File: src/sv/clpr_pkg.sv
// package for the case link packet responder
// holds beat types, the queue entry, command and result codes
// no dependencies
package clpr_pkg;

    // input beat: one received packet plus local status
    typedef struct packed {
        logic [7:0] rx_header;
        logic [7:0] rx_byte1;
        logic [7:0] rx_byte2;
        logic [7:0] battery_level;
        logic [1:0] pairing_status;
    } t_in;

    // output beat: one result item
    typedef struct packed {
        logic [2:0]  kind;
        logic [7:0]  reply_byte0;
        logic [7:0]  reply_byte1;
        logic [7:0]  reply_byte2;
        logic [63:0] payload;
        logic        last;
    } t_out;

    // queue entry: optional notification followed by the reply
    typedef struct packed {
        logic        has_note;
        logic [2:0]  note_kind;
        logic [63:0] note_payload;
        logic [7:0]  reply_b0;
        logic [7:0]  reply_b1;
        logic [7:0]  reply_b2;
    } t_job;

    // configuration register indexes
    localparam logic [1:0] CFG_EAR_SIDE   = 2'd0;
    localparam logic [1:0] CFG_LOCAL_ADDR = 2'd1;
    localparam logic [1:0] CFG_LOCAL_VER  = 2'd2;
    localparam logic [1:0] CFG_IMAGE_VER  = 2'd3;

    // result kinds
    localparam logic [2:0] K_REPLY       = 3'd0;
    localparam logic [2:0] K_CASE_STATUS = 3'd1;
    localparam logic [2:0] K_CASE_BATT   = 3'd2;
    localparam logic [2:0] K_PEER_ADDR   = 3'd3;
    localparam logic [2:0] K_PEER_VER    = 3'd4;
    localparam logic [2:0] K_CASE_VER    = 3'd5;

    // packet types
    localparam logic [1:0] PT_START  = 2'd0;
    localparam logic [1:0] PT_DATA   = 2'd1;
    localparam logic [1:0] PT_END    = 2'd2;
    localparam logic [1:0] PT_RESEND = 2'd3;

    // ear codes
    localparam logic [1:0] EAR_LEFT  = 2'd1;
    localparam logic [1:0] EAR_RIGHT = 2'd2;

    // commands
    localparam logic [3:0] CMD_TEST       = 4'd0;
    localparam logic [3:0] CMD_GET_ADDR   = 4'd1;
    localparam logic [3:0] CMD_PEER_ADDR  = 4'd2;
    localparam logic [3:0] CMD_GET_VER    = 4'd3;
    localparam logic [3:0] CMD_PEER_VER   = 4'd4;
    localparam logic [3:0] CMD_CASE_VER   = 4'd5;
    localparam logic [3:0] CMD_CASE_BATT  = 4'd6;
    localparam logic [3:0] CMD_OWN_BATT   = 4'd7;
    localparam logic [3:0] CMD_EVENT      = 4'd8;
    localparam logic [3:0] CMD_UPGRADE    = 4'd9;
    localparam logic [3:0] CMD_STATUS     = 4'd10;

    // result queue depth
    localparam int QDEPTH = 4;
    localparam int QAW    = $clog2(QDEPTH);

endpackage

File: src/sv/clpr_front.sv
// front end: accepts packets, filters the ear, decodes the command,
// updates collected words and builds the queue entry; uses clpr_pkg
module clpr_front (
    input  logic              i_clk,
    input  logic              i_rst_n,
    input  logic              i_cfg_we,
    input  logic [1:0]        i_cfg_index,
    input  logic [63:0]       i_cfg_wdata,
    input  logic              i_in_valid,
    input  clpr_pkg::t_in     i_in_data,
    output logic              o_in_stall,
    input  logic              i_full,
    output logic              o_push,
    output clpr_pkg::t_job    o_job
);
    import clpr_pkg::*;

    // read one 16-bit pair of a word
    function automatic logic [15:0] get_pair(input logic [63:0] w, input logic [1:0] idx);
        logic [15:0] r;
        r = 16'd0;
        for (int k = 0; k < 4; k++) begin
            if (idx == k[1:0]) r = w[16*k +: 16];
        end
        return r;
    endfunction

    // replace one 16-bit pair of a word
    function automatic logic [63:0] set_pair(input logic [63:0] w, input logic [1:0] idx,
                                             input logic [15:0] d);
        logic [63:0] r;
        r = w;
        for (int k = 0; k < 4; k++) begin
            if (idx == k[1:0]) r[16*k +: 16] = d;
        end
        return r;
    endfunction

    // configuration
    logic        r_ear_side;
    logic [47:0] r_local_addr;
    logic [63:0] r_local_ver;
    logic [31:0] r_image_ver;

    // collected state
    logic [47:0] r_peer_addr,    n_peer_addr;
    logic [63:0] r_peer_ver,     n_peer_ver;
    logic [63:0] r_case_ver,     n_case_ver;
    logic [2:0]  r_addr_off,     n_addr_off;
    logic [2:0]  r_pver_off,     n_pver_off;
    logic [2:0]  r_cver_off,     n_cver_off;
    logic        r_need_upgrade, n_need_upgrade;

    logic       accept;
    logic [1:0] ear;
    logic [3:0] cmd;
    logic [1:0] ptype;
    logic [7:0] d1, d2;
    logic       match;
    logic [1:0] rd_idx3, rd_idx4;
    logic [1:0] wr_addr_idx, wr_pver_idx, wr_cver_idx;
    logic [15:0] wr_data;
    logic [15:0] rd_addr_pair, rd_ver_pair;
    logic [1:0] cap, lid;
    logic [6:0] press_len;
    logic [7:0] ears;
    logic       key_short, key_long;
    t_job       job;

    assign o_in_stall = i_full;
    assign accept     = i_in_valid && !i_full;

    // header fields
    assign ear   = i_in_data.rx_header[7:6];
    assign cmd   = i_in_data.rx_header[5:2];
    assign ptype = i_in_data.rx_header[1:0];
    assign d1    = i_in_data.rx_byte1;
    assign d2    = i_in_data.rx_byte2;
    assign match = (ear == (r_ear_side ? EAR_RIGHT : EAR_LEFT));

    // read index, out-of-range requests fall back to pair 0
    assign rd_idx3 = (d1 > 8'd2) ? 2'd0 : d1[1:0];
    assign rd_idx4 = (d1 > 8'd3) ? 2'd0 : d1[1:0];
    assign rd_addr_pair = get_pair({16'd0, r_local_addr}, rd_idx3);
    assign rd_ver_pair  = get_pair(r_local_ver, rd_idx4);

    // write index, an offset past the last pair restarts at pair 0
    assign wr_addr_idx = (r_addr_off > 3'd2) ? 2'd0 : r_addr_off[1:0];
    assign wr_pver_idx = (r_pver_off > 3'd3) ? 2'd0 : r_pver_off[1:0];
    assign wr_cver_idx = (r_cver_off > 3'd3) ? 2'd0 : r_cver_off[1:0];
    assign wr_data     = {d2, d1};

    // lid, key and ear event decode; mask bits 5:4 always set, value bits 1:0
    assign cap       = d1[7:6];
    assign lid       = (cap == 2'd1 || cap == 2'd2) ? cap : 2'd0;
    assign press_len = d2[6:0];
    assign key_short = (press_len >= 7'd3) && (press_len < 7'd9);
    assign key_long  = (press_len >= 7'd10);
    assign ears      = {2'b00, 2'b11, 2'b00, d1[4], d1[5]};

    // command decode and state update
    always_comb begin
        n_peer_addr    = r_peer_addr;
        n_peer_ver     = r_peer_ver;
        n_case_ver     = r_case_ver;
        n_addr_off     = r_addr_off;
        n_pver_off     = r_pver_off;
        n_cver_off     = r_cver_off;
        n_need_upgrade = r_need_upgrade;
        job            = '0;
        job.reply_b0   = i_in_data.rx_header;
        case (cmd)
            CMD_TEST: begin
            end
            CMD_GET_ADDR: begin
                if (ptype == PT_DATA) begin
                    job.reply_b1 = rd_addr_pair[7:0];
                    job.reply_b2 = rd_addr_pair[15:8];
                end
            end
            CMD_PEER_ADDR: begin
                if (ptype == PT_END) begin
                    job.has_note     = 1'b1;
                    job.note_kind    = K_PEER_ADDR;
                    job.note_payload = {16'd0, r_peer_addr};
                end
                if (ptype == PT_START || ptype == PT_END) begin
                    n_addr_off = 3'd0;
                end else if (ptype == PT_DATA) begin
                    n_peer_addr  = 48'(set_pair({16'd0, r_peer_addr}, wr_addr_idx, wr_data));
                    job.reply_b1 = {6'd0, wr_addr_idx};
                    n_addr_off   = {1'b0, wr_addr_idx} + 3'd1;
                end
            end
            CMD_GET_VER: begin
                if (ptype == PT_DATA) begin
                    job.reply_b1 = rd_ver_pair[7:0];
                    job.reply_b2 = rd_ver_pair[15:8];
                end
            end
            CMD_PEER_VER: begin
                if (ptype == PT_END) begin
                    job.has_note     = 1'b1;
                    job.note_kind    = K_PEER_VER;
                    job.note_payload = r_peer_ver;
                end
                if (ptype == PT_START || ptype == PT_END) begin
                    n_pver_off = 3'd0;
                end else if (ptype == PT_DATA) begin
                    n_peer_ver   = set_pair(r_peer_ver, wr_pver_idx, wr_data);
                    job.reply_b1 = {6'd0, wr_pver_idx};
                    n_pver_off   = {1'b0, wr_pver_idx} + 3'd1;
                end
            end
            CMD_CASE_VER: begin
                if (ptype == PT_END) begin
                    n_need_upgrade   = (r_case_ver[63:32] != r_image_ver);
                    job.has_note     = 1'b1;
                    job.note_kind    = K_CASE_VER;
                    job.note_payload = r_case_ver;
                end
                if (ptype == PT_START || ptype == PT_END) begin
                    n_cver_off = 3'd0;
                end else if (ptype == PT_DATA) begin
                    n_case_ver   = set_pair(r_case_ver, wr_cver_idx, wr_data);
                    job.reply_b1 = {6'd0, wr_cver_idx};
                    n_cver_off   = {1'b0, wr_cver_idx} + 3'd1;
                end
            end
            CMD_CASE_BATT: begin
                job.has_note     = 1'b1;
                job.note_kind    = K_CASE_BATT;
                job.note_payload = {56'd0, d1};
            end
            CMD_OWN_BATT: begin
                job.reply_b1 = i_in_data.battery_level;
            end
            CMD_EVENT: begin
                job.has_note  = 1'b1;
                job.note_kind = K_CASE_STATUS;
                job.note_payload[1:0] = lid;
                if (d2[7]) begin
                    job.note_payload[2]    = key_short;
                    job.note_payload[3]    = key_long && !key_short;
                    job.note_payload[15:8] = ears;
                end
            end
            CMD_UPGRADE: begin
                if (ptype == PT_END) n_need_upgrade = 1'b0;
            end
            CMD_STATUS: begin
                job.reply_b1 = {i_in_data.pairing_status, 2'b01, r_need_upgrade, 3'b000};
                job.reply_b2 = i_in_data.battery_level;
            end
            default: begin
                job.reply_b0 = 8'd0;
            end
        endcase
    end

    assign o_push = accept && match;
    assign o_job  = job;

    // configuration and collected state
    always_ff @(posedge i_clk) begin
        if (!i_rst_n) begin
            r_ear_side     <= 1'b0;
            r_local_addr   <= '0;
            r_local_ver    <= '0;
            r_image_ver    <= '0;
            r_peer_addr    <= 48'h0100_0015_1413;
            r_peer_ver     <= '0;
            r_case_ver     <= '0;
            r_addr_off     <= '0;
            r_pver_off     <= '0;
            r_cver_off     <= '0;
            r_need_upgrade <= 1'b0;
        end else begin
            if (i_cfg_we) begin
                case (i_cfg_index)
                    CFG_EAR_SIDE:   r_ear_side   <= i_cfg_wdata[0];
                    CFG_LOCAL_ADDR: r_local_addr <= i_cfg_wdata[47:0];
                    CFG_LOCAL_VER:  r_local_ver  <= i_cfg_wdata;
                    CFG_IMAGE_VER:  r_image_ver  <= i_cfg_wdata[31:0];
                    default: begin
                    end
                endcase
            end
            if (o_push) begin
                r_peer_addr    <= n_peer_addr;
                r_peer_ver     <= n_peer_ver;
                r_case_ver     <= n_case_ver;
                r_addr_off     <= n_addr_off;
                r_pver_off     <= n_pver_off;
                r_cver_off     <= n_cver_off;
                r_need_upgrade <= n_need_upgrade;
            end
        end
    end

endmodule

File: src/sv/clpr_queue.sv
// short queue of decoded entries between front and back end
// uses clpr_pkg for the entry type and depth
module clpr_queue (
    input  logic              i_clk,
    input  logic              i_rst_n,
    input  logic              i_push,
    input  clpr_pkg::t_job    i_job,
    output logic              o_full,
    output logic              o_valid,
    output clpr_pkg::t_job    o_head,
    input  logic              i_pop
);
    import clpr_pkg::*;

    t_job           r_mem [QDEPTH];
    logic [QAW-1:0] r_wr_ptr;
    logic [QAW-1:0] r_rd_ptr;
    logic [QAW:0]   r_count;
    logic           do_pop;

    assign o_full  = (r_count == (QAW+1)'(QDEPTH));
    assign o_valid = (r_count != '0);
    assign o_head  = r_mem[r_rd_ptr];
    assign do_pop  = i_pop && o_valid;

    // entry storage
    always_ff @(posedge i_clk) begin
        if (i_push) r_mem[r_wr_ptr] <= i_job;
    end

    // pointers and fill count
    always_ff @(posedge i_clk) begin
        if (!i_rst_n) begin
            r_wr_ptr <= '0;
            r_rd_ptr <= '0;
            r_count  <= '0;
        end else begin
            if (i_push) r_wr_ptr <= r_wr_ptr + 1'b1;
            if (do_pop) r_rd_ptr <= r_rd_ptr + 1'b1;
            case ({i_push, do_pop})
                2'b10:   r_count <= r_count + 1'b1;
                2'b01:   r_count <= r_count - 1'b1;
                default: r_count <= r_count;
            endcase
        end
    end

endmodule

File: src/sv/clpr_back.sv
// back end: turns a queue entry into one or two output beats
// holds the output register; uses clpr_pkg
module clpr_back (
    input  logic              i_clk,
    input  logic              i_rst_n,
    input  logic              i_valid,
    input  clpr_pkg::t_job    i_job,
    output logic              o_pop,
    output logic              o_out_valid,
    output clpr_pkg::t_out    o_out_data,
    input  logic              i_out_stall
);
    import clpr_pkg::*;

    t_job r_job;
    logic r_busy;
    logic r_note;
    logic beat_done;
    logic reply_done;

    assign beat_done  = r_busy && !i_out_stall;
    assign reply_done = beat_done && !r_note;
    assign o_pop      = i_valid && (!r_busy || reply_done);

    // output beat from the held entry
    always_comb begin
        o_out_valid = r_busy;
        o_out_data  = '0;
        if (r_note) begin
            o_out_data.kind    = r_job.note_kind;
            o_out_data.payload = r_job.note_payload;
        end else begin
            o_out_data.kind        = K_REPLY;
            o_out_data.reply_byte0 = r_job.reply_b0;
            o_out_data.reply_byte1 = r_job.reply_b1;
            o_out_data.reply_byte2 = r_job.reply_b2;
            o_out_data.last        = 1'b1;
        end
    end

    // entry register and beat sequencing
    always_ff @(posedge i_clk) begin
        if (!i_rst_n) begin
            r_busy <= 1'b0;
            r_note <= 1'b0;
        end else if (o_pop) begin
            r_busy <= 1'b1;
            r_note <= i_job.has_note;
        end else if (reply_done) begin
            r_busy <= 1'b0;
        end else if (beat_done) begin
            r_note <= 1'b0;
        end
    end

    always_ff @(posedge i_clk) begin
        if (o_pop) r_job <= i_job;
    end

endmodule

File: src/sv/case_link_packet_responder_top.sv
// top level of the case link packet responder
// connects front end, entry queue and back end; uses clpr_pkg
//
//  channel  | valid       | stall        | beat
//  ---------+-------------+--------------+------------------------------
//  in       | i_in_valid  | o_in_stall   | i_in_data  (packet + status)
//  out      | o_out_valid | i_out_stall  | o_out_data (one result)
//  cfg      | i_cfg_we    | -            | i_cfg_index, i_cfg_wdata
//
// one packet is taken per cycle while the queue is not full; it is decoded and
// its state updated at accept, and its results reach the output through the queue
// and the back-end entry register; the output gives one beat per cycle while not stalled,
// so a packet with a notification uses two output beats (notification, then reply) and one without uses one
// the four-entry queue lets input keep flowing while the output is stalled;
// o_in_stall rises only when the queue is full
// synchronous active-low reset clears queue pointers, offsets and config and presets the collected words
module case_link_packet_responder_top (
    input  logic              i_clk,
    input  logic              i_rst_n,
    input  logic              i_cfg_we,
    input  logic [1:0]        i_cfg_index,
    input  logic [63:0]       i_cfg_wdata,
    input  logic              i_in_valid,
    input  clpr_pkg::t_in     i_in_data,
    output logic              o_in_stall,
    output logic              o_out_valid,
    output clpr_pkg::t_out    o_out_data,
    input  logic              i_out_stall
);
    import clpr_pkg::*;

    logic q_push, q_full, q_valid, q_pop;
    t_job q_in_job, q_head;

    // decode and state
    clpr_front u_front (
        .i_clk       (i_clk),
        .i_rst_n     (i_rst_n),
        .i_cfg_we    (i_cfg_we),
        .i_cfg_index (i_cfg_index),
        .i_cfg_wdata (i_cfg_wdata),
        .i_in_valid  (i_in_valid),
        .i_in_data   (i_in_data),
        .o_in_stall  (o_in_stall),
        .i_full      (q_full),
        .o_push      (q_push),
        .o_job       (q_in_job)
    );

    // decoupling queue
    clpr_queue u_queue (
        .i_clk   (i_clk),
        .i_rst_n (i_rst_n),
        .i_push  (q_push),
        .i_job   (q_in_job),
        .o_full  (q_full),
        .o_valid (q_valid),
        .o_head  (q_head),
        .i_pop   (q_pop)
    );

    // result sequencing
    clpr_back u_back (
        .i_clk       (i_clk),
        .i_rst_n     (i_rst_n),
        .i_valid     (q_valid),
        .i_job       (q_head),
        .o_pop       (q_pop),
        .o_out_valid (o_out_valid),
        .o_out_data  (o_out_data),
        .i_out_stall (i_out_stall)
    );

endmodule

File: config.mk
export PLATFORM = sky130hd
export DESIGN_NAME = case_link_packet_responder_top
export DESIGN_NICKNAME = d
export VERILOG_FILES = /design/src/sv/clpr_pkg.sv /design/src/sv/clpr_front.sv /design/src/sv/clpr_queue.sv /design/src/sv/clpr_back.sv /design/src/sv/case_link_packet_responder_top.sv
export SDC_FILE = /design/constraint.sdc
export NUM_CORES = 1
export LEC_CHECK = 0
export BUFFER_PORTS_ARGS = -buffer_cell sky130_fd_sc_hd__buf_2
export CAP_MARGIN = 20
export CORE_AREA = 2 2 275 277
export CTS_CLUSTER_DIAMETER = 200
export DETAILED_ROUTE_END_ITERATION = 16
export DIE_AREA = 0 0 277 279
export GPL_TIMING_DRIVEN = 0
export HOLD_SLACK_MARGIN = 0.02
export PLACE_DENSITY_LB_ADDON = 0.25
export SLEW_MARGIN = 20
export SYNTH_ARGS = -nofsm -noshare
export SYNTH_HDL_FRONTEND = slang
export SYNTH_SLANG_ARGS = --single-unit
File: constraint.sdc
create_clock -name i_clk -period 9.34 [get_ports i_clk]
set_input_delay 0.934 -clock i_clk [delete_from_list [all_inputs] [get_ports i_clk]]
set_output_delay 0.934 -clock i_clk [all_outputs]
set_load 0.01 [all_outputs]
==> run metrics, run 1 <==
synth unique cells 67; deepest level of the CTS H-tree 3; status finished clean; syn_nets 2788; CP startpoint kind flop; # DRC 0; CTS Hold Bufs 0; Final WS setup 6.12 ns; Final setup viols 0; yosys warns 0; DIE HEIGHT 279 µm; CP arrival 2.29 ns; grt ovf 0; detailed-routed wire length on met3 6380 µm; fin crit share 34.5%; clk_skew 0.0187 ns; DR WL/cell 23.3 µm; placed cell count 3835; sequential power share 47.4%; CTS buffer count 84; CP max FO 10; Critical R2R Launch u_queue.r_count[0]$_SDFFE_PN0P_; Highest Clock Rate 310 MHz; first-pass GRT wire length 138000 µm; Mapped Area 0.0325 mm²; most common cell after layout, fill and taps aside nand2_1; RSZ-0062 raised after global routing false; worst slew pin tran 1.14 ns; Int Power 6.65 mW; reg2reg end u_queue.r_count[2]$_SDFFE_PN0P_; GR Util All Layers 23.9%; placer congestion estimate 0.935; root buf cell clkbuf_16; Port Buf Inserts 188; Die X 277 µm; Initial Util 43.8%; final wirelength 92900 µm; Psw 2.11 mW; final slew viol count 0; Worst Setup EP o_out_data[21]; Cells after Synth 2665; Placed Area 0.0349 mm²; commonest non-fill, non-tap cells in the layout nand2_1, edfxtp_1, dfxtp_1; vias in the first global route 21800; area grow syn2layout 16.5%; Synth top area share 42.5%; switching share of power 24.1%; pin count of the biggest net entering global routing 43; Comb pwr share 13.2%; Hold WS 0.457 ns; Crit Path Category reg2out; nets@finish 3075; ys flop type edfxtp_1; Finished Layout Cells 3989; die area 0.0773 mm²; area leader, netlist edfxtp_1; DP HPWL 68100 µm; post-route ant nets 0; Highest Signal Layer met4; Slew HR 23.9%; Post-synth EDFFs 459; final hold violation count 0; Worst R2R Setup Slack 6.42 ns; fin crit period 3.22 ns; design area 0.0378 mm²; clk buf depth 3; routed wl met2 44900 µm; vias after detailed routing 22100; clock-pin transition on the worst setup and hold timing paths 0.06 ns; Worst R2R Path Depth 10; fill count 6453; Cell Rows 100; Post-CTS Setup Bufs 0; Critical Path Sink Type output pin; required time of the critical path 8.41 ns; layout cell share with drive strength beyond 1 16.1%; proportion of synthesized chip area in sequential cells 63.6%; pre-CTS WS 5.57 ns; FFs w/ async S/R, synth 0%; Worst setup startpoint u_back.r_note$_SDFFE_PN0P_; router iterations before antenna repair 6; Lkg Pwr 13.6 nW; Clk pwr share 39.4%; Syn Area/Cell 12.2 µm²; Core ar. 0.0741 mm²; Clk Latency, worst-skew pair 0.64 ns; Yosys reg bits 801; Max Cap Viol 0; post-cts resize count 0; Setup Total Neg Slack 0 ns; worst vdd ir 0.119 mV; I/O pin count 199; Synth area leaders edfxtp_1, dfxtp_1, nand2_1; PwrDens 232 mW/mm²; Initial DRC Count 2129; routed vias/inst 5.55; Clock Sinks 801; Hold Path Class reg2reg; initial antenna violation count 3; Post-Route M1 WL 38900 µm; CTS tree yes
-- metrics by stage --
| step | total power, mW | utilization, % |
|---|---|---|
| after floorplan | 4.93 | - |
| after global placement | 5.37 | 46.7 |
| after detailed placement | 5.41 | 47.2 |
| after CTS | 8.84 | 51.0 |
| after global routing | 9.08 | 51.0 |
| final | 8.76 | 51.0 |
-- sequential cells by signal, summed over array words and instances (netlist names), 32 cells and up, named ones only --
| signal | cells |
|---|---|
| u_front.r_local_addr | 48 |
| u_front.r_local_ver | 64 |
| u_queue.r_mem | 368 |
| u_front.r_peer_addr | 48 |
| u_back.r_job | 91 |
| u_front.r_peer_ver | 64 |
| u_front.r_image_ver | 32 |
| u_front.r_case_ver | 64 |
-- power groups by stage --
stage               sequential [mW]  clock [mW]  combinational [mW]
detailed placement             4.23           0                1.18
finish                         4.15        3.46                1.15
CTS                            4.16        3.51                1.18
global placement               4.27           0                1.09
floorplan                      4.22           0               0.715
global route                   4.18        3.65                1.25
-- how the worst min path moves through the flow --
stage / slack, ns / endpoint / startpoint / cells past startpoint
after floorplan: 0.43 / u_front.r_peer_ver[24]$_SDFFE_PN0P_ / u_front.r_peer_ver[24]$_SDFFE_PN0P_ / 2
after global placement: 0.44 / u_front.r_peer_ver[24]$_SDFFE_PN0P_ / u_front.r_peer_ver[24]$_SDFFE_PN0P_ / 2
after detailed placement: 0.45 / u_front.r_peer_ver[40]$_SDFFE_PN0P_ / u_front.r_peer_ver[40]$_SDFFE_PN0P_ / 2
after CTS: 0.46 / u_front.r_peer_ver[40]$_SDFFE_PN0P_ / u_front.r_peer_ver[40]$_SDFFE_PN0P_ / 2
after global routing: 0.47 / u_front.r_peer_ver[8]$_SDFFE_PN0P_ / u_front.r_peer_ver[8]$_SDFFE_PN0P_ / 2
final: 0.46 / u_front.r_peer_ver[8]$_SDFFE_PN0P_ / u_front.r_peer_ver[8]$_SDFFE_PN0P_ / 2
-- Yosys cell counts, drive strengths merged (43+ instances only) --
cell type,number
a21boi,250
dfxtp,342
a22oi,62
and2,84
o21ai,52
nor2b,43
mux4,92
edfxtp,459
clkbuf,148
nand2,665
buf,45
nand3,58
-- worst max-delay path: stages, from the launching register on --
cell and delay [ns]:
dfxtp_1 0.44, clkbuf_2 0.48, clkbuf_1 0.40, and2_1 0.19
buf_2 0.12
-- area by class of cell --
cell class | count | area [µm²] | area share [%]
buffer | 193 | 800 | 2.11
timing repair buffer | 201 | 1230 | 3.26
clock inverter | 37 | 460 | 1.22
inverter | 21 | 78.8 | 0.208
multi-input combinational | 1650 | 11000 | 29.0
antenna | 2 | 5.00 | 0.0132
sequential | 801 | 20600 | 54.6
tap | 969 | 1210 | 3.21
clock buffer | 115 | 2410 | 6.38
-- kinds of logic (layout without fill, tap and decap cells) --
kind of cell	Yosys count	in the layout	share of synthesized area (%)
and+or+nand+nor	955	955	13.0
buffers and inverters	214	567	2.70
other	0	2	0
AOI/OAI and AO/OA	507	507	11.3
xor gates and xnor gates	37	37	0.998
adders and majority gates	18	18	0.717
DFF	801	801	63.6
muxes	133	133	7.66
-- routing by layer --
layer  vias up  global-route usage, %
met3       141                   3.87
met2       791                   39.9
met4         0                   8.21
li1      10200                      -
met5         -                      0
met1     11000                   31.9
Power figures use the tool's default switching activity.
==> run 2, diff against run 1 <==
--- a/config.mk
+++ b/config.mk
@@ -5,6 +5,7 @@
 export SDC_FILE = /design/constraint.sdc
 export NUM_CORES = 1
 export LEC_CHECK = 0
+export ABC_AREA = 1
 export BUFFER_PORTS_ARGS = -buffer_cell sky130_fd_sc_hd__buf_2
 export CAP_MARGIN = 20
 export CORE_AREA = 2 2 275 277
==> constraint.sdc (replaced) <==
create_clock -name i_clk -period 3.35 [get_ports i_clk]
set_input_delay 0.335 -clock i_clk [delete_from_list [all_inputs] [get_ports i_clk]]
set_output_delay 0.335 -clock i_clk [all_outputs]
set_load 0.01 [all_outputs]
==> run metrics, run 2 <==
Cell Rows 100 (unchanged); post-route ant nets 0 (unchanged); Synth area leaders edfxtp_1, dfxtp_1, o21ai_0; Mapped Area 0.0324 mm² (-0.20%); commonest cells in the netlist nor2_1, o21ai_0, edfxtp_1; FFs w/ async S/R, synth 0% (unchanged); pre-CTS WS 0.0187 ns (-5.55 ns); first-pass GRT wire length 148000 µm (+7.2%); Clock Sinks 801 (unchanged); vias after detailed routing 25500 (+15%); syn_nets 3465 (+24%); reg2reg end u_back.r_job[25]$_DFFE_PP_; pin count of the biggest net entering global routing 25 (-42%); Clk Latency, worst-skew pair 0.64 ns (about the same); CTS tree yes; CP max FO 10 (unchanged); area leader, netlist edfxtp_1; routed vias/inst 5.36 (-3.5%); Lkg Pwr 14.9 nW (+10%); initial antenna violation count 11 (+8); final slew viol count 0 (unchanged); Post-CTS Setup Bufs 0 (unchanged); Setup Total Neg Slack 0 ns (unchanged); DP HPWL 70100 µm (+3.0%); CP startpoint kind flop; required time of the critical path 3.77 ns (-4.64 ns); Slew HR 10.8% (-13 points); biggest regs u_queue.r_mem (368), u_back.r_job (91); DIE HEIGHT 279 µm (unchanged); hold endpoint u_front.r_cver_off[2]$_SDFFE_PN0P_; PwrDens 679 mW/mm² (+190%); vias in the first global route 24500 (+12%); commonest non-fill, non-tap cells in the layout nor2_1, o21ai_0, edfxtp_1; CTS buffer count 83 (-1.2%); Worst R2R Path Depth 5 (-5); yosys warns 0 (unchanged); HP Start i_in_data[26]; Final WS setup 0.304 ns (-5.81 ns); Crit Path Category reg2reg; Post-synth EDFFs 459 (unchanged); largest reg by FF count u_queue.r_mem; Initial Util 43.7% (-0.090 points); Cells after Synth 3342 (+25%); final wirelength 99100 µm (+6.7%); most common cell after layout, fill and taps aside nor2_1; Port Buf Inserts 194 (+3.2%); CP arrival 3.47 ns (+1.18 ns); GR Util All Layers 25.2% (+1.3 points); grt ovf 0 (unchanged); Highest Clock Rate 328 MHz; nets@finish 3831 (+25%); I/O pin count 199 (unchanged); fin crit period 3.05 ns; root buf cell clkbuf_16; RSZ-0062 raised after global routing false; clock-pin transition on the worst setup and hold timing paths 0.06 ns (about the same); Final setup viols 0 (unchanged); proportion of synthesized chip area in sequential cells 63.7% (+0.13 points); layout cell share with drive strength beyond 1 11.5% (-4.6 points); Yosys reg bits 801 (unchanged); synth unique cells 42 (-37%); placer congestion estimate 0.965 (+3.2%); die area 0.0773 mm² (unchanged); Worst R2R Setup Slack 0.30 ns (-6.12 ns); hold depth 3 (+1); Hold Path Class in2reg; clk buf depth 3 (unchanged); Synth top area share 42.6% (+0.087 points); overall power after layout 26.2 mW (+200%); Die X 277 µm (unchanged); Syn Area/Cell 9.69 µm² (-20%); most frequent cell after synthesis nor2_1; status finished clean; Core ar. 0.0741 mm² (unchanged); area grow syn2layout 19.3%; DR WL/cell 20.9 µm (-10%); clk_skew 0.0234 ns (+0.00466 ns); deepest level of the CTS H-tree 3 (unchanged); ys flop type edfxtp_1; router iterations before antenna repair 6 (unchanged); fin crit share 90.9%; Critical Path Sink Type flop; # DRC 0 (unchanged); final hold violation count 0 (unchanged); Initial DRC Count 2233 (+4.9%); max reg flops 368 (unchanged); worst vdd ir 0.404 mV (+240%); Max Cap Viol 0 (unchanged); worst slew pin tran 1.32 ns (+0.180 ns)
==> run 2: critical path, stage by stage, from the launching register on <==
cell	delay (ns)
dfxtp_1	0.42
clkbuf_1	0.86
clkbuf_2	0.60
clkbuf_1	0.53
nor2_1	0.11
o22ai_1	0.27
==> run 2: stage by stage <==
step / cells / utilization, % / hold slack [ns] / cell area [µm²]
after detailed placement: 4529 / 47.5 / 0.444 / 35200
final: 4751 / 52.2 / 0.0461 / 38600
after global routing: 4747 / 52.2 / 0.0707 / 38600
after global placement: 4505 / 46.7 / 0.435 / 34600
after floorplan: 3342 / - / 0.425 / 32400
after CTS: 4746 / 52.2 / 0.0226 / 38600
==> run 2: kinds of logic after synthesis <==
logic type | after synthesis | synth area share (%)
DFF | 801 | 63.7
xor gates and xnor gates | 21 | 0.568
adders and majority gates | 18 | 0.719
and+or+nand+nor | 1013 | 12.7
AOI/OAI and AO/OA | 944 | 15.9
buffers and inverters | 545 | 6.46
==> run 2: final cells by class <==
class,count,area [µm²]
fillers,6772,35400
flip-flops and latches,801,20600
multi-input cells,1996,9720
clock buffers,116,2410
repair buffers,281,2150
inverters,324,1220
well taps,969,1210
plain buffers,221,880
clock inverters,38,409
diodes,5,12.5
==> run 2: worst max-delay path by stage <==
stage | cells after the start | slack (ns) | endpoint | startpoint
after floorplan | 6 | -0.45 | u_queue.r_mem[0][0]$_DFFE_PP_ | u_queue.r_count[2]$_SDFFE_PN0P_
after global routing | 5 | 0.22 | u_back.r_job[25]$_DFFE_PP_ | flop
after global placement | 7 | -2.84 | u_queue.r_mem[0][89]$_DFFE_PP_ | i_in_data[32]
after detailed placement | 8 | 0.02 | u_queue.r_mem[0][73]$_DFFE_PP_ | i_in_data[30]
after CTS | 5 | 0.33 | u_back.r_job[25]$_DFFE_PP_ | flop
final | 5 | 0.30 | u_back.r_job[25]$_DFFE_PP_ | flop
==> run 2: layer usage <==
layer | vias to the layer above | track usage, % | part of all wire (%)
met5 | - | 0 | 0.068
met4 | 10 | 10.4 | 3.7
met3 | 188 | 3.70 | 7.0
met2 | 958 | 42.2 | 48
met1 | 12200 | 33.0 | 41
li1 | 12100 | - | -
==> run 2: repair_timing <==
action / 4_1_cts / 5_1_grt
hold endpoints to repair: 92 / 0
gates resized for setup: 1 / 0
hold buffers: 63 / 0
endpoints found under the setup margin: 1 / 0
==> run 2: where the power goes <==
| group | internal (mW) | switching (mW) | leakage [nW] |
|---|---|---|---|
| registers | 11.5 | 0.249 | 7.11 |
| clock network | 5.60 | 3.91 | 1.38 |
| logic | 1.56 | 3.43 | 6.47 |
==> run 3, diff against run 2 <==
--- a/config.mk
+++ b/config.mk
@@ -8,12 +8,12 @@
 export ABC_AREA = 1
 export BUFFER_PORTS_ARGS = -buffer_cell sky130_fd_sc_hd__buf_2
 export CAP_MARGIN = 20
-export CORE_AREA = 2 2 275 277
+export CORE_AREA = 3 3 276 278
 export CTS_CLUSTER_DIAMETER = 200
 export DETAILED_ROUTE_END_ITERATION = 16
-export DIE_AREA = 0 0 277 279
-export GPL_TIMING_DRIVEN = 0
+export DIE_AREA = 0 0 279 281
 export HOLD_SLACK_MARGIN = 0.02
+export MAX_ROUTING_LAYER = met4
 export PLACE_DENSITY_LB_ADDON = 0.25
 export SLEW_MARGIN = 20
 export SYNTH_ARGS = -nofsm -noshare
==> run metrics, run 3 (synthesized netlist as in run 2, its figures left out) <==
status finished clean; clk_skew 0.0340 ns (+0.0106 ns); area of the multi-input gates 0.00975 mm² (+0.24%); I/O pin count 199 (unchanged); biggest regs u_queue.r_mem (368), u_back.r_job (91); router iterations before antenna repair 6 (unchanged); DR WL/cell 19.9 µm (-4.7%); Max Cap Viol 0 (unchanged); pin count of the biggest net entering global routing 185 (+640%); Lkg Pwr 14.7 nW (-1.8%); Finished Layout Cells 4570 (-3.8%); CP arrival 3.02 ns (-0.45 ns); Highest Clock Rate 398 MHz (+21%); final wirelength 90900 µm (-8.3%); placed cell count 4349 (-4.0%); Hold Path Class in2reg; clock-pin transition on the worst setup and hold timing paths 0.06 ns (about the same); max reg flops 368 (unchanged); Clock Sinks 801 (unchanged); reg2reg end u_front.r_peer_addr[2]$_SDFFE_PN0P_; Worst R2R Setup Slack 0.84 ns (+0.53 ns); Initial DRC Count 2284 (+2.3%); Placed Area 0.0344 mm² (-2.1%); area grow syn2layout 16.6%; clk buf depth 3 (unchanged); hold depth 3 (unchanged); Port Buf Inserts 198 (+2.1%); layout cell share with drive strength beyond 1 12.4% (+0.91 points); nets@finish 3651 (-4.7%); Critical R2R Launch u_front.r_ear_side$_SDFFE_PN0P_; grt ovf 0 (unchanged); Die X 279 µm (+0.72%); routed wl met2 42800 µm (-9.5%); most common cell after layout, fill and taps aside nor2_1; worst vdd ir 0.589 mV (+46%); HP Start i_out_stall; RSZ-0062 raised after global routing false; CTS buffer count 82 (-1.2%); fin crit share 75.0% (-16 points); Clk Latency, worst-skew pair 0.64 ns (about the same); Slew HR 40.4% (+30 points); Critical Path Sink Type flop; deepest level of the CTS H-tree 3 (unchanged); post-layout util 50.9% (-1.3 points); fin crit period 2.51 ns (-0.532 ns); Cell Rows 100 (unchanged); DP HPWL 56400 µm (-20%); sequential cell area 0.0206 mm² (about the same); Highest Signal Layer met4; worst slew pin tran 0.894 ns (-0.427 ns); required time of the critical path 3.86 ns (+0.09 ns); Final setup viols 0 (unchanged); Initial Util 43.7% (-0.074 points); root buf cell clkbuf_16; placer congestion estimate 0.897 (-7.1%); hold endpoint u_back.r_note$_SDFFE_PN0P_; post-cts resize count 0 (-1); initial antenna violation count 4 (-7); Core ar. 0.0742 mm² (+0.17%); final hold violation count 0 (unchanged); fill count 6744 (-0.41%); Post-Route M1 WL 39300 µm (-4.5%); commonest non-fill, non-tap cells in the layout nor2_1, o21ai_0, edfxtp_1; Worst setup startpoint u_front.r_ear_side$_SDFFE_PN0P_; vias in the first global route 22900 (-6.5%); PwrDens 667 mW/mm² (-1.8%); routed vias/inst 5.34 (-0.41%); Crit Path Category reg2reg; CTS tree yes; DIE HEIGHT 281 µm (+0.72%); design area 0.0378 mm² (-2.3%); CP max FO 21 (+11); vias after detailed routing 24400 (-4.2%); Worst R2R Path Depth 7 (+2); Setup Total Neg Slack 0 ns (unchanged); GR Util All Layers 23.7% (-1.6 points); detailed-routed wire length on met3 6170 µm (-11%); # DRC 0 (unchanged); final slew viol count 0 (unchanged); die area 0.0784 mm² (+1.4%); post-route ant nets 0 (unchanged); CP startpoint kind flop; first-pass GRT wire length 138000 µm (-6.2%); largest reg by FF count u_queue.r_mem
-- run 3: cell types whose count changed in the layout (fill, tap and decap cells not counted), moves of 3 or more --
cell | before | now
nor2_2 | 4 | 7
buf_1 | 7 | 0
clkbuf_1 | 199 | 24
bufinv_16 | 7 | 2
dfxtp_1 | 342 | 339
clkbuf_2 | 3 | 0
buf_4 | 4 | 48
buf_2 | 219 | 197
clkbuf_8 | 10 | 14
nor2_1 | 537 | 534
buf_16 | 11 | 0
-- run 3: how the worst max path moves through the flow --
stage	cells after the start	slack (ns)	endpoint
global placement	8	0.65	u_queue.r_mem[1][64]$_DFFE_PP_
detailed placement	8	0.64	u_queue.r_mem[2][64]$_DFFE_PP_
CTS	7	0.85	u_front.r_peer_addr[9]$_SDFFE_PN0P_
floorplan	6	-0.45	u_queue.r_mem[0][0]$_DFFE_PP_
global route	7	0.57	u_front.r_peer_addr[13]$_SDFFE_PN0P_
finish	7	0.84	u_front.r_peer_addr[2]$_SDFFE_PN0P_
-- run 3: metal layers --
| layer | vias to the layer above | GRT usage [%] |
|---|---|---|
| met5 | - | - |
| met1 | 11700 | 30.7 |
| met3 | 133 | 4.08 |
| met4 | 0 | 8.30 |
| li1 | 11800 | - |
| met2 | 821 | 37.7 |
-- run 3: critical path, stage by stage (launching register included) --
cell and delay [ns]:
dfxtp_1 0.49, nand3_1 0.11, nand2_1 0.13, nand2_4 0.20, inv_2 0.30, nand3_1 0.67, o21ai_0 0.41, a21oi_1 0.06
-- run 3: power breakdown --
part	switching (mW)	internal, mW	leakage (nW)
Clock	3.74	5.20	1.31
Combinational	3.08	1.35	6.27
Sequential	0.280	11.5	7.11
Total	7.11	18.1	14.7
-- run 3: what timing repair did --
item                                    CTS  global route
buffers inserted                          0             0
hold endpoints to repair                107             0
hold buffers                             64             0
endpoints found under the setup margin    0             0
-- run 3: layout make-up --
type	count	area share, %
inverter	324	3.23
clock buffer	125	6.47
antenna	5	0.0331
timing repair buffer	323	5.98
sequential	801	54.7
clock inverter	27	0.603
multi-input combinational	1996	25.8
tap	969	3.21
-- run 3: per-stage QoR --
stage	total power [mW]	hold WS [ns]	setup WS (ns)
3_3_place_gp	16.5	0.434	0.652
3_5_place_dp	16.5	0.440	0.639
4_1_cts	25.5	0.0273	0.847
2_1_floorplan	14.6	0.425	-0.453
6_report	25.2	0.0675	0.836
5_1_grt	26.4	0.0538	0.569
